<file path="src/sv/jfop_pkg.sv">
// Package for the flat JSON object parser: types, limits and result helpers.
package jfop_pkg;

  localparam int MAX_ENTRIES = 4096;
  localparam int MAX_BYTES   = 65536;
  localparam int PAIR_W      = $clog2(MAX_ENTRIES + 1);
  localparam int BYTE_W      = $clog2(MAX_BYTES + 1);
  localparam int QUEUE_DEPTH = 4;
  localparam int QPTR_W      = $clog2(QUEUE_DEPTH);

  typedef enum logic [2:0] {
    K_KEY_BYTE = 3'd0,
    K_KEY_END  = 3'd1,
    K_VALUE    = 3'd2,
    K_ACCEPT   = 3'd3,
    K_REJECT   = 3'd4
  } kind_t;

  typedef enum logic [4:0] {
    PH_OPEN, PH_FIRST, PH_KEYSTART, PH_KEY, PH_ESC, PH_HEX1, PH_SURR_BS,
    PH_SURR_U, PH_HEX2, PH_COLON, PH_VALSTART, PH_MINUS, PH_ZERO, PH_DIGITS,
    PH_AFTERVAL, PH_TRAIL, PH_DEAD
  } phase_t;

  typedef struct packed {
    logic [7:0] data_byte;
    logic       end_of_input;
  } in_item_t;

  typedef struct packed {
    kind_t              kind;
    logic [7:0]         key_byte;
    logic signed [63:0] number;
    logic               last_of_run;
  } out_item_t;

  // All results caused by one input byte, in order.
  typedef struct packed {
    logic [2:0]        n;
    kind_t [3:0]       slot_kind;
    logic [3:0][7:0]   slot_byte;
    logic [63:0]       number;
  } bundle_t;

  function automatic bundle_t bundle_add(bundle_t b, kind_t k, logic [7:0] v);
    bundle_t r;
    r = b;
    r.slot_kind[b.n[1:0]] = k;
    r.slot_byte[b.n[1:0]] = v;
    r.n = b.n + 3'd1;
    return r;
  endfunction

  // Appends the UTF-8 encoding of a code point as key bytes.
  function automatic bundle_t utf8_add(bundle_t b, logic [20:0] cp);
    bundle_t r;
    r = b;
    if (cp <= 21'h7F) begin
      r = bundle_add(r, K_KEY_BYTE, cp[7:0]);
    end else if (cp <= 21'h7FF) begin
      r = bundle_add(r, K_KEY_BYTE, {3'b110, cp[10:6]});
      r = bundle_add(r, K_KEY_BYTE, {2'b10, cp[5:0]});
    end else if (cp <= 21'hFFFF) begin
      r = bundle_add(r, K_KEY_BYTE, {4'b1110, cp[15:12]});
      r = bundle_add(r, K_KEY_BYTE, {2'b10, cp[11:6]});
      r = bundle_add(r, K_KEY_BYTE, {2'b10, cp[5:0]});
    end else if (cp <= 21'h10FFFF) begin
      r = bundle_add(r, K_KEY_BYTE, {5'b11110, cp[20:18]});
      r = bundle_add(r, K_KEY_BYTE, {2'b10, cp[17:12]});
      r = bundle_add(r, K_KEY_BYTE, {2'b10, cp[11:6]});
      r = bundle_add(r, K_KEY_BYTE, {2'b10, cp[5:0]});
    end
    return r;
  endfunction

endpackage

</file>
<file path="src/sv/jfop_front.sv">
// Front end: takes one byte per transfer, runs the parse state machine, emits result bundles.
module jfop_front (
  input  logic              clk,
  input  logic              rst,
  input  logic              byte_valid,
  output logic              byte_stall,
  input  jfop_pkg::in_item_t byte_data,
  input  logic              queue_full,
  output logic              push,
  output jfop_pkg::bundle_t bundle
);
  import jfop_pkg::*;

  localparam logic [63:0] MAG_Q = 64'd922337203685477580;

  phase_t              phase, phase_next;
  logic [15:0]         high_unit, high_unit_next;
  logic [15:0]         low_unit, low_unit_next;
  logic [1:0]          hex_count, hex_count_next;
  logic [63:0]         magnitude, magnitude_next;
  logic                is_negative, is_negative_next;
  logic                key_has_bytes, key_has_bytes_next;
  logic [PAIR_W-1:0]   pair_count, pair_count_next;
  logic [BYTE_W-1:0]   byte_count, byte_count_next;

  logic                accept;
  bundle_t             bun;

  function automatic logic is_space(logic [7:0] b);
    return b == 8'h20 || b == 8'h09 || b == 8'h0D || b == 8'h0A;
  endfunction

  // Bit 4 set means the byte is a hex digit.
  function automatic logic [4:0] hex_value(logic [7:0] b);
    logic [4:0] r;
    r = 5'd0;
    if (b >= "0" && b <= "9") r = {1'b1, 4'(b - "0")};
    else if (b >= "a" && b <= "f") r = {1'b1, 4'(b - "a" + 8'd10)};
    else if (b >= "A" && b <= "F") r = {1'b1, 4'(b - "A" + 8'd10)};
    return r;
  endfunction

  assign byte_stall = queue_full;
  assign accept     = byte_valid && !byte_stall;
  assign push       = accept && (bun.n != 3'd0);
  assign bundle     = bun;

  always_ff @(posedge clk) begin
    if (rst) begin
      phase      <= PH_OPEN;
      pair_count <= '0;
      byte_count <= '0;
    end else if (accept) begin
      phase      <= phase_next;
      pair_count <= pair_count_next;
      byte_count <= byte_count_next;
    end
  end

  always_ff @(posedge clk) begin
    if (rst) begin
      high_unit     <= '0;
      low_unit      <= '0;
      hex_count     <= '0;
      magnitude     <= '0;
      is_negative   <= 1'b0;
      key_has_bytes <= 1'b0;
    end else if (accept) begin
      high_unit     <= high_unit_next;
      low_unit      <= low_unit_next;
      hex_count     <= hex_count_next;
      magnitude     <= magnitude_next;
      is_negative   <= is_negative_next;
      key_has_bytes <= key_has_bytes_next;
    end
  end

  always_comb begin
    logic [7:0]        b;
    logic [4:0]        hv;
    logic [15:0]       unit;
    logic [63:0]       mag_cur;
    logic              neg_cur;
    logic [3:0]        d;
    logic              over;
    logic              do_finish;
    logic              do_after;
    logic [PAIR_W-1:0] pc;
    logic              do_digit;

    b         = byte_data.data_byte;
    hv        = hex_value(b);
    unit      = '0;
    mag_cur   = magnitude;
    neg_cur   = is_negative;
    d         = b[3:0];
    over      = 1'b0;
    do_finish = 1'b0;
    do_after  = 1'b0;
    do_digit  = 1'b0;
    pc        = pair_count;

    bun                = '0;
    phase_next         = phase;
    high_unit_next     = high_unit;
    low_unit_next      = low_unit;
    hex_count_next     = hex_count;
    magnitude_next     = magnitude;
    is_negative_next   = is_negative;
    key_has_bytes_next = key_has_bytes;
    pair_count_next    = pair_count;
    byte_count_next    = byte_count;

    if (byte_data.end_of_input) begin
      bun = bundle_add(bun, (phase == PH_TRAIL) ? K_ACCEPT : K_REJECT, 8'h00);
      phase_next      = PH_OPEN;
      pair_count_next = '0;
      byte_count_next = '0;
    end else if (phase != PH_DEAD) begin
      if (byte_count >= BYTE_W'(MAX_BYTES)) begin
        bun = bundle_add(bun, K_REJECT, 8'h00);
        phase_next = PH_DEAD;
      end else begin
        byte_count_next = byte_count + 1'b1;
        unique case (phase)
          PH_OPEN: begin
            if (!is_space(b)) begin
              if (b == "{") phase_next = PH_FIRST;
              else begin
                bun = bundle_add(bun, K_REJECT, 8'h00);
                phase_next = PH_DEAD;
              end
            end
          end
          PH_FIRST, PH_KEYSTART: begin
            if (!is_space(b)) begin
              if (b == "}" && phase == PH_FIRST) phase_next = PH_TRAIL;
              else if (b == "\"") begin
                key_has_bytes_next = 1'b0;
                phase_next = PH_KEY;
              end else begin
                bun = bundle_add(bun, K_REJECT, 8'h00);
                phase_next = PH_DEAD;
              end
            end
          end
          PH_KEY: begin
            if (b == "\"") begin
              if (!key_has_bytes) begin
                bun = bundle_add(bun, K_REJECT, 8'h00);
                phase_next = PH_DEAD;
              end else begin
                bun = bundle_add(bun, K_KEY_END, 8'h00);
                phase_next = PH_COLON;
              end
            end else if (b < 8'h20) begin
              bun = bundle_add(bun, K_REJECT, 8'h00);
              phase_next = PH_DEAD;
            end else if (b == "\\") begin
              phase_next = PH_ESC;
            end else begin
              bun = bundle_add(bun, K_KEY_BYTE, b);
              key_has_bytes_next = 1'b1;
            end
          end
          PH_ESC: begin
            phase_next = PH_KEY;
            key_has_bytes_next = 1'b1;
            priority if (b == "\"" || b == "\\" || b == "/") begin
              bun = bundle_add(bun, K_KEY_BYTE, b);
            end else if (b == "b") bun = bundle_add(bun, K_KEY_BYTE, 8'h08);
            else if (b == "f") bun = bundle_add(bun, K_KEY_BYTE, 8'h0C);
            else if (b == "n") bun = bundle_add(bun, K_KEY_BYTE, 8'h0A);
            else if (b == "r") bun = bundle_add(bun, K_KEY_BYTE, 8'h0D);
            else if (b == "t") bun = bundle_add(bun, K_KEY_BYTE, 8'h09);
            else if (b == "u") begin
              key_has_bytes_next = key_has_bytes;
              high_unit_next = '0;
              hex_count_next = '0;
              phase_next = PH_HEX1;
            end else begin
              key_has_bytes_next = key_has_bytes;
              bun = bundle_add(bun, K_REJECT, 8'h00);
              phase_next = PH_DEAD;
            end
          end
          PH_HEX1: begin
            if (!hv[4]) begin
              bun = bundle_add(bun, K_REJECT, 8'h00);
              phase_next = PH_DEAD;
            end else begin
              unit = {high_unit[11:0], hv[3:0]};
              high_unit_next = unit;
              hex_count_next = hex_count + 2'd1;
              if (hex_count == 2'd3) begin
                if (unit >= 16'hD800 && unit <= 16'hDBFF) begin
                  phase_next = PH_SURR_BS;
                end else if (unit >= 16'hDC00 && unit <= 16'hDFFF) begin
                  bun = bundle_add(bun, K_REJECT, 8'h00);
                  phase_next = PH_DEAD;
                end else begin
                  bun = utf8_add(bun, {5'd0, unit});
                  key_has_bytes_next = 1'b1;
                  phase_next = PH_KEY;
                end
              end
            end
          end
          PH_SURR_BS: begin
            if (b == "\\") phase_next = PH_SURR_U;
            else begin
              bun = bundle_add(bun, K_REJECT, 8'h00);
              phase_next = PH_DEAD;
            end
          end
          PH_SURR_U: begin
            if (b == "u") begin
              low_unit_next = '0;
              hex_count_next = '0;
              phase_next = PH_HEX2;
            end else begin
              bun = bundle_add(bun, K_REJECT, 8'h00);
              phase_next = PH_DEAD;
            end
          end
          PH_HEX2: begin
            if (!hv[4]) begin
              bun = bundle_add(bun, K_REJECT, 8'h00);
              phase_next = PH_DEAD;
            end else begin
              unit = {low_unit[11:0], hv[3:0]};
              low_unit_next = unit;
              hex_count_next = hex_count + 2'd1;
              if (hex_count == 2'd3) begin
                if (unit < 16'hDC00 || unit > 16'hDFFF) begin
                  bun = bundle_add(bun, K_REJECT, 8'h00);
                  phase_next = PH_DEAD;
                end else begin
                  // High surrogate bits 9:0 above low surrogate bits 9:0, plus 0x10000.
                  bun = utf8_add(bun, {high_unit[9:0], unit[9:0]} + 21'h10000);
                  key_has_bytes_next = 1'b1;
                  phase_next = PH_KEY;
                end
              end
            end
          end
          PH_COLON: begin
            if (!is_space(b)) begin
              if (b == ":") phase_next = PH_VALSTART;
              else begin
                bun = bundle_add(bun, K_REJECT, 8'h00);
                phase_next = PH_DEAD;
              end
            end
          end
          PH_VALSTART, PH_MINUS: begin
            if (phase == PH_VALSTART) begin
              mag_cur = '0;
              neg_cur = 1'b0;
            end
            if (phase == PH_VALSTART && is_space(b)) begin
              phase_next = phase;
            end else if (phase == PH_VALSTART && b == "-") begin
              magnitude_next = '0;
              is_negative_next = 1'b1;
              phase_next = PH_MINUS;
            end else begin
              magnitude_next = mag_cur;
              is_negative_next = neg_cur;
              if (b == "0") phase_next = PH_ZERO;
              else if (b >= "1" && b <= "9") do_digit = 1'b1;
              else begin
                bun = bundle_add(bun, K_REJECT, 8'h00);
                phase_next = PH_DEAD;
              end
            end
          end
          PH_ZERO: begin
            if (b >= "0" && b <= "9") begin
              bun = bundle_add(bun, K_REJECT, 8'h00);
              phase_next = PH_DEAD;
            end else do_finish = 1'b1;
          end
          PH_DIGITS: begin
            if (b >= "0" && b <= "9") do_digit = 1'b1;
            else do_finish = 1'b1;
          end
          PH_AFTERVAL: do_after = 1'b1;
          PH_TRAIL: begin
            if (!is_space(b)) begin
              bun = bundle_add(bun, K_REJECT, 8'h00);
              phase_next = PH_DEAD;
            end
          end
          default: phase_next = phase;
        endcase

        if (do_digit) begin
          // The value stays in range when mag*10+d fits the signed limit.
          over = (mag_cur > MAG_Q) ||
                 (mag_cur == MAG_Q && d > (neg_cur ? 4'd8 : 4'd7));
          if (over) begin
            bun = bundle_add(bun, K_REJECT, 8'h00);
            phase_next = PH_DEAD;
          end else begin
            magnitude_next = (mag_cur << 3) + (mag_cur << 1) + {60'd0, d};
            phase_next = PH_DIGITS;
          end
        end

        if (do_finish) begin
          bun = bundle_add(bun, K_VALUE, 8'h00);
          bun.number = is_negative ? (64'd0 - magnitude) : magnitude;
          pc = pair_count + 1'b1;
          pair_count_next = pc;
          do_after = 1'b1;
        end

        if (do_after) begin
          if (is_space(b)) phase_next = PH_AFTERVAL;
          else if (b == "}") phase_next = PH_TRAIL;
          else if (b == "," && pc < PAIR_W'(MAX_ENTRIES)) phase_next = PH_KEYSTART;
          else begin
            bun = bundle_add(bun, K_REJECT, 8'h00);
            phase_next = PH_DEAD;
          end
        end
      end
    end
  end

endmodule

</file>
<file path="src/sv/jfop_back.sv">
// Back end: a short bundle queue that hands out one result per transfer.
module jfop_back (
  input  logic               clk,
  input  logic               rst,
  input  logic               push,
  input  jfop_pkg::bundle_t  bundle,
  output logic               queue_full,
  output logic               result_valid,
  input  logic               result_stall,
  output jfop_pkg::out_item_t result
);
  import jfop_pkg::*;

  bundle_t           mem [QUEUE_DEPTH];
  logic [QPTR_W-1:0] wr_ptr, rd_ptr;
  logic [QPTR_W:0]   count;
  logic [1:0]        idx;
  bundle_t           head;
  logic              last;
  logic              take;
  logic              pop;

  assign head         = mem[rd_ptr];
  assign queue_full   = (count == (QPTR_W + 1)'(QUEUE_DEPTH));
  assign result_valid = (count != '0);
  assign last         = ({1'b0, idx} == head.n - 3'd1);
  assign take         = result_valid && !result_stall;
  assign pop          = take && last;

  assign result.kind        = head.slot_kind[idx];
  assign result.key_byte    = head.slot_byte[idx];
  assign result.number      = (head.slot_kind[idx] == K_VALUE) ? head.number : 64'd0;
  assign result.last_of_run = last;

  always_ff @(posedge clk) begin
    if (rst) begin
      wr_ptr <= '0;
      rd_ptr <= '0;
      count  <= '0;
      idx    <= '0;
    end else begin
      if (push) wr_ptr <= wr_ptr + 1'b1;
      if (pop) begin
        rd_ptr <= rd_ptr + 1'b1;
        idx    <= '0;
      end else if (take) begin
        idx <= idx + 2'd1;
      end
      count <= count + (QPTR_W + 1)'(push) - (QPTR_W + 1)'(pop);
    end
  end

  always_ff @(posedge clk) begin
    if (push) mem[wr_ptr] <= bundle;
  end

endmodule

</file>
<file path="src/sv/json_flat_object_parser.sv">
// Top level of the streaming parser for flat JSON objects with integer values.
// This block parses a JSON text of the form {"key": integer, ...} arriving one byte per
// transfer, with a final end-of-input transfer that gives the verdict (accept or reject)
// and returns the parser to its start state. Keys are decoded, escapes and surrogate
// pairs included, into UTF-8 key bytes followed by a key-end mark; each integer is
// reported once the byte after its last digit arrives. After a reject every byte is
// dropped until end of input, which always reports a second verdict. The front end
// takes one byte per clock cycle while the queue has room and packs all results caused
// by that byte into a bundle in a four-entry queue; the back end hands out one result
// per cycle while the output is not stalled. A byte causing one result therefore sustains
// one byte per cycle, while a byte decoding to an n-byte UTF-8 sequence is handed out
// as n results, and the input stalls only when the queue fills up.
module json_flat_object_parser (
  input  logic                clk,
  input  logic                rst,
  input  logic                byte_valid,
  output logic                byte_stall,
  input  jfop_pkg::in_item_t  byte_data,
  output logic                result_valid,
  input  logic                result_stall,
  output jfop_pkg::out_item_t result
);
  import jfop_pkg::*;

  // Bundles from the front end travel to the queue in the back end.
  logic    push;
  logic    queue_full;
  bundle_t bundle;

  jfop_front u_front (
    .clk        (clk),
    .rst        (rst),
    .byte_valid (byte_valid),
    .byte_stall (byte_stall),
    .byte_data  (byte_data),
    .queue_full (queue_full),
    .push       (push),
    .bundle     (bundle)
  );

  // The back end serializes each bundle, marking the final result of a transfer.
  jfop_back u_back (
    .clk          (clk),
    .rst          (rst),
    .push         (push),
    .bundle       (bundle),
    .queue_full   (queue_full),
    .result_valid (result_valid),
    .result_stall (result_stall),
    .result       (result)
  );

endmodule
</file>
<file path="config.mk">
export PLATFORM = sky130hd
export DESIGN_NAME = json_flat_object_parser
export DESIGN_NICKNAME = d
export VERILOG_FILES = /design/src/sv/jfop_pkg.sv /design/src/sv/jfop_front.sv /design/src/sv/jfop_back.sv /design/src/sv/json_flat_object_parser.sv
export SDC_FILE = /design/constraint.sdc
export NUM_CORES = 1
export LEC_CHECK = 0
export ABC_AREA = 1
export BUFFER_PORTS_ARGS = -buffer_cell sky130_fd_sc_hd__buf_2
export CORE_ASPECT_RATIO = 0.75
export CORE_MARGIN = 2
export CORE_UTILIZATION = 62
export CTS_CLUSTER_SIZE = 14
export DETAILED_ROUTE_END_ITERATION = 12
export PLACE_DENSITY_LB_ADDON = 0.3
export SLEW_MARGIN = 0
export SYNTH_ARGS = -nofsm -noshare
export SYNTH_HDL_FRONTEND = slang
export SYNTH_HIERARCHICAL = 1
export SYNTH_SLANG_ARGS = --single-unit
</file>
<file path="constraint.sdc">
create_clock -name clk -period 13.05 [get_ports clk]
set_input_delay 3.915 -clock clk [delete_from_list [all_inputs] [get_ports clk]]
set_output_delay 3.915 -clock clk [all_outputs]
set_load 0.01 [all_outputs]
</file>
Word-level counts from Yosys, hierarchy flattened. Memories as Yosys holds them, arrays and structs flattened. A register that Yosys moved wholly into a read port is not among the register bits. Index checks and enable logic that the tools add are counted.

Logic and storage cells: 418. Output and inout bits: 78. Register bits: 136. Memory bits (writable): 444. Memories: 1. Input port bits: 13.

Bitwise gates (word level): 18. Muxes and demuxes: 211. Add/sub/neg operators: 21. Reductions and logical operators: 49. Magnitude comparators: 31. Equal/unequal tests: 74.

Memories: u_back.mem (words 4, bits a word 111, read ports 1, clocked after Yosys merged registers in 1, wr ports 1, line jfop_back.sv:14) `bundle_t mem [QUEUE_DEPTH];`.

Operators by type and width (count): $mux W111 (45); $pmux W111 S12 (1); $mux W109 (10); $mux W64 (12); $mux W5 (45); $mux W110 (1); $mux W12 (9); $mux W99 (1); $and A32 B32 Y32 (3); $not A32 Y32 (3); $eq A8 B7 Y1 const B (9); $mux W13 (5); $add A64 B4 Y64 (1); $add A64 B64 Y64 (1); $eq A64 B60 Y1 const B (1); $gt A64 B60 Y1 const B (1); $sub A1 B64 Y64 const A (1); $pmux W5 S12 (1); $eq A8 B6 Y1 const B (7); $mux W17 (3); $demux W8 S2 (3); $pmux W12 S2 (2); $mux W1 (45); $eq A5 B4 Y1 const B (8); 78 further kinds (186).

Longest topological paths before layout.
Word-level depth: 56. Depth in mapped cells: 42. Depth with buffers taken out: 41.

Hierarchy. The synthesis kept the hierarchy.

By module, submodules not included: jfop_back (area an instance 18505.2 µm², instances 1, cells an instance 1380); jfop_front (area an instance 16965.0 µm², instances 1, cells an instance 2862).

Worst setup path after synthesis. No wires, ideal clock.

Path kind: input to register. Start point: input byte_data[1] in the netlist's numbering. End point: memory u_back/mem[0][0] in the netlist's numbering (enable). Setup slack: 2.646 ns. Cell stages on the path: 35. Arrival time: 9.939 ns. Required time: 12.585 ns. Path buffers: 0. Setup time: 0.465 ns. Path through: inv_1 ha_1 inv_1 nand2_1 nand3_2 nand2_4 nand2_4 nand2_1 nand2_1 nand3_4 nor2_8 nand4_4 o21ai_1 nand2_4 nand2_2 nand2_2 nand2_2 inv_1 ha_1 inv_1 nand4_1 nand2_1 ha_1 nand2_1 nand4_4 ha_1 nand4_1 nand2_1 nand3_2 nand2_2 clkinv_2 nor2_2 a21oi_2 nand2_1 inv_1.

RTL lines: start, declared (line json_flat_object_parser.sv:18) `input jfop_pkg::in_item_t byte_data,`; end, declared (line jfop_back.sv:14).

==> key figures <==
Routing
  • Final wirelength: 108 mm
  • Initial DRC Count: 4,700
  • Drt pass-1 iters: 7
  • Detail Route Antenna Nets: 0
  • Via count: 31,400
  • DRC Markers: 0
  • DR vias/cell: 6.26
  • Routed wire per std cell: between 20 and 25 um

Power
  • Power Internal: 3330 uW
  • Reg power frac: around 45%
  • Pwr Total: around 5000 uW
  • Sw frac: 33.2%
  • P_leak: 0.0148 uW
  • Comb pwr share: 24.8%
  • Power share of the clock group: 30.6%
  • Power Density: 132 nW/um^2
  • Net Switching: 1660 uW
  • Worst ir drop on vdd: roughly 0.11 mV

Yosys
  • Post-synth EDFFs: 444
  • Synth Area in Simple Gates: 22.1%
  • Synth cell types: between 70 and 80
  • FFs w/ async S/R, synth: 0%
  • Register area share after synthesis: 45.4%
  • Synthesis-stage register bit count: 582
  • Mapped Area: ~35,000 um^2
  • Top_reg_cell synth: edfxtp_1
  • Syn_area_per_cell: roughly 8.4 um^2
  • Multiplexer share of the synthesized area: 0%
  • Cell count after synthesis: 4,242
  • Ys Warns: 6
  • Main combinational cell family by area after synthesis: simple AND/OR/NAND/NOR gates
  • Post-Synth Adder-Cell Area: 5.81%
  • Synth Area in XOR/XNOR: 1.26%
  • Compound-gate portion of the synthesized area: 17.2%

Clock network
  • Clock latency on the worst-skew pair: 0.65 ns
  • H-tree levels: 2
  • Sink Count: 582
  • Clock buffer depth: 3
  • Post-CTS Repair Setup Buffers: 0
  • Clock transition at path regs: 0.06 ns
  • Hold-fix buffer count after cts: 0
  • CTS resizes: 0
  • Root buf cell: clkbuf_16
  • CTS tree: done
  • CTS buffer count: 54

STA
  • Max Slew Vio Count: 0
  • Final setup vio count: 0
  • Relative slew slack: between 10% and 20%
  • Worst Tran Pin Value: about 1.2 ns
  • Setup TNS: 0 ns
  • Fin worst setup slack: 2.80 ns
  • Final hold viol count: 0
  • RSZ-0062 raised after global routing: false
  • Post-layout min period: just over 10 ns
  • Fmax: around 0.098 GHz
  • Clock skew: slightly above 0.06 ns
  • Final cycle utilization of the critical path: 78.5%

Global routing
  • Initial antenna violation count: 2
  • First-pass GRT wire length: 164 mm
  • Largest net degree at the start of global routing: 122
  • Total GRT Usage: 35.9%
  • Vias in the first global route: 28,100
  • GRT overflow: 0

Setup path
  • R2R Setup Slk: 5.84 ns
  • R2R cell count: 24
  • Worst EP arrival: 10.51 ns
  • Crit. path cell count: 35
  • Reg2reg end: u_back/mem[3][63]$_DFFE_PP_
  • CP startpoint kind: input pin
  • Crit path max fanout: 70
  • Crit. End Element: register
  • CP delay by family, top: simple AND/OR/NAND/NOR gates
  • Bufs and invs on worst path: 8
  • Cell at the slowest stage of the critical path: inv_4
  • Critical R2R Launch: u_front/phase[0]$_SDFFE_PP0P_
  • CP peak stage delay: 0.78 ns
  • Worst Path Class, Setup: in2reg
  • CP dominant cell by count: nand2_1
  • Worst EP required: around 13 ns
  • CP startpoint: byte_data[2]
  • Crit path to: u_back/mem[3][63]$_DFFE_PP_

Layout
  • Area Growth Syn to Fin: 6.68%
  • Final net count: between 4,000 and 5,000
  • Ratio of cells with drive above 1 in the final layout: under 10%
  • Layout fillers: 4,654
  • Fin cells: 5,014

Floorplanning
  • Total core area: 56,200 um^2
  • # IOs: 91
  • Full die area: 59,200 um^2
  • Die X: 280 um
  • Row cnt: 75
  • Starting density of the core: a little over three fifths
  • DIE HEIGHT: 211 um

Place
  • Placer congestion estimate: about 1.0
  • DP HPWL: approximately 77 mm
  • Port bufs: 90
  • Place WS: around 2.3 ns
  • Placed cells: between 4,000 and 5,000

Flow run
  • Max_cap viols: 0

Status
  • Status: finished clean

Min path
  • Tightest Hold Check Type: reg2reg
-- cells by family after synthesis --
logic type | count (synthesis)
adder cells (fa/ha/maj) | 163
flip-flops | 582
AO/OA/AOI/OAI | 1066
AND/OR/NAND/NOR | 1678
XOR/XNOR | 51
buffers and inverters | 701
other | 1
-- metal layers --
metal / GRT usage (%) / share of wire [%] / vias to the layer above / wire, um
li1: - / - / 14600 / -
met1: 57.6 / 45 / 14700 / 48000
met2: 47.9 / 39 / 1964 / 42000
met3: 10.1 / 15 / 127 / 16000
met4: 6.20 / 1.4 / 0 / 1460
met5: 0 / 0 / - / 0
-- cells in the mapped netlist (all sizes together), types with 6 or more instances --
library cell	n	area share, %
o211ai	49	1.1
nor3	95	1.4
o21a	6	0.13
ha	160	5.6
nand4	56	1.2
buf	79	1.6
inv	517	5.5
o221ai	29	0.73
nor4	31	0.56
o21ai	437	6.2
dfxtp	138	7.8
clkbuf	101	1.1
a21o	10	0.21
a211oi	34	0.86
edfxtp	444	38
xnor2	14	0.35
nand2	575	6.5
xor2	37	0.91
nor2	721	9.3
nand3	185	2.9
o22ai	90	1.6
o21bai	13	0.28
a31oi	47	0.83
a21oi	316	4.5
-- tightest hold or removal path, cell delays in order, from the launching register on --
cell and delay (ns):
dfxtp_1 0.31, inv_1 0.05, a21oi_1 0.05
-- state kept, by name, indices dropped and copies added (netlist names), 3 cells and up, named ones only --
signal              count
u_front/low_unit       12
u_front/byte_count     17
u_back/mem            444
u_back/count            3
u_front/magnitude      64
u_front/high_unit      12
u_front/phase           5
u_front/pair_count     13
-- layout make-up --
class | instances | area, um^2 | share of cell area [%]
Multi-Input combinational cell | 2964 | 16500 | 43.5
Sequential cell | 582 | 16100 | 42.6
Inverter | 521 | 1980 | 5.24
Clock buffer | 71 | 1420 | 3.74
Tap cell | 731 | 915 | 2.42
Timing Repair Buffer | 120 | 676 | 1.79
Clock inverter | 24 | 270 | 0.714
Antenna cell | 1 | 2.50 | 0.00661
-- cell usage in the layout, fill, tap and decap left out, drive strengths merged, types with 14 or more instances in the layout --
cell,count
nor3,95
a31oi,47
dfxtp,138
o21ai,437
o22ai,90
nor2,721
xor2,37
ha,160
buf,120
nand3,185
clkbuf,71
inv,520
a211oi,34
o211ai,49
a21oi,316
edfxtp,444
o221ai,29
nand4,56
xnor2,14
clkinv,19
nand2,575
nor4,31
-- power groups by stage --
stage               Clock, uW  Combinational (uW)  Sequential (uW)
floorplan                   0                 913             2240
global placement            0                1190             2250
detailed placement          0                1210             2260
CTS                      1540                1220             2220
global route             1600                1350             2240
finish                   1530                1240             2220
-- worst min path at each step --
stage                                  startpoint                            endpoint  slack [ns]  cells after the start
3_3_place_gp    u_front/hex_count[1]$_SDFFE_PP0P_   u_front/hex_count[1]$_SDFFE_PP0P_        0.45                      2
6_report        u_front/hex_count[1]$_SDFFE_PP0P_   u_front/hex_count[1]$_SDFFE_PP0P_        0.46                      2
3_5_place_dp   u_front/pair_count[8]$_SDFFE_PP0P_  u_front/pair_count[8]$_SDFFE_PP0P_        0.45                      2
2_1_floorplan  u_front/key_has_bytes$_SDFFE_PP0P_  u_front/key_has_bytes$_SDFFE_PP0P_        0.42                      2
4_1_cts        u_front/pair_count[8]$_SDFFE_PP0P_  u_front/pair_count[8]$_SDFFE_PP0P_        0.46                      2
5_1_grt          u_front/low_unit[8]$_SDFFE_PP0P_    u_front/low_unit[8]$_SDFFE_PP0P_        0.49                      2
-- through the flow --
step                      util (%)  hold slack (ns)  cell area, um^2
final                         67.3            0.457            37800
after global routing          67.3            0.486            37800
after CTS                     67.3            0.461            37800
after detailed placement      64.3            0.452            36200
after global placement        64.3            0.446            36200
after floorplan                  -            0.424            35500
No activity file was read; power rests on OpenSTA's default activity.
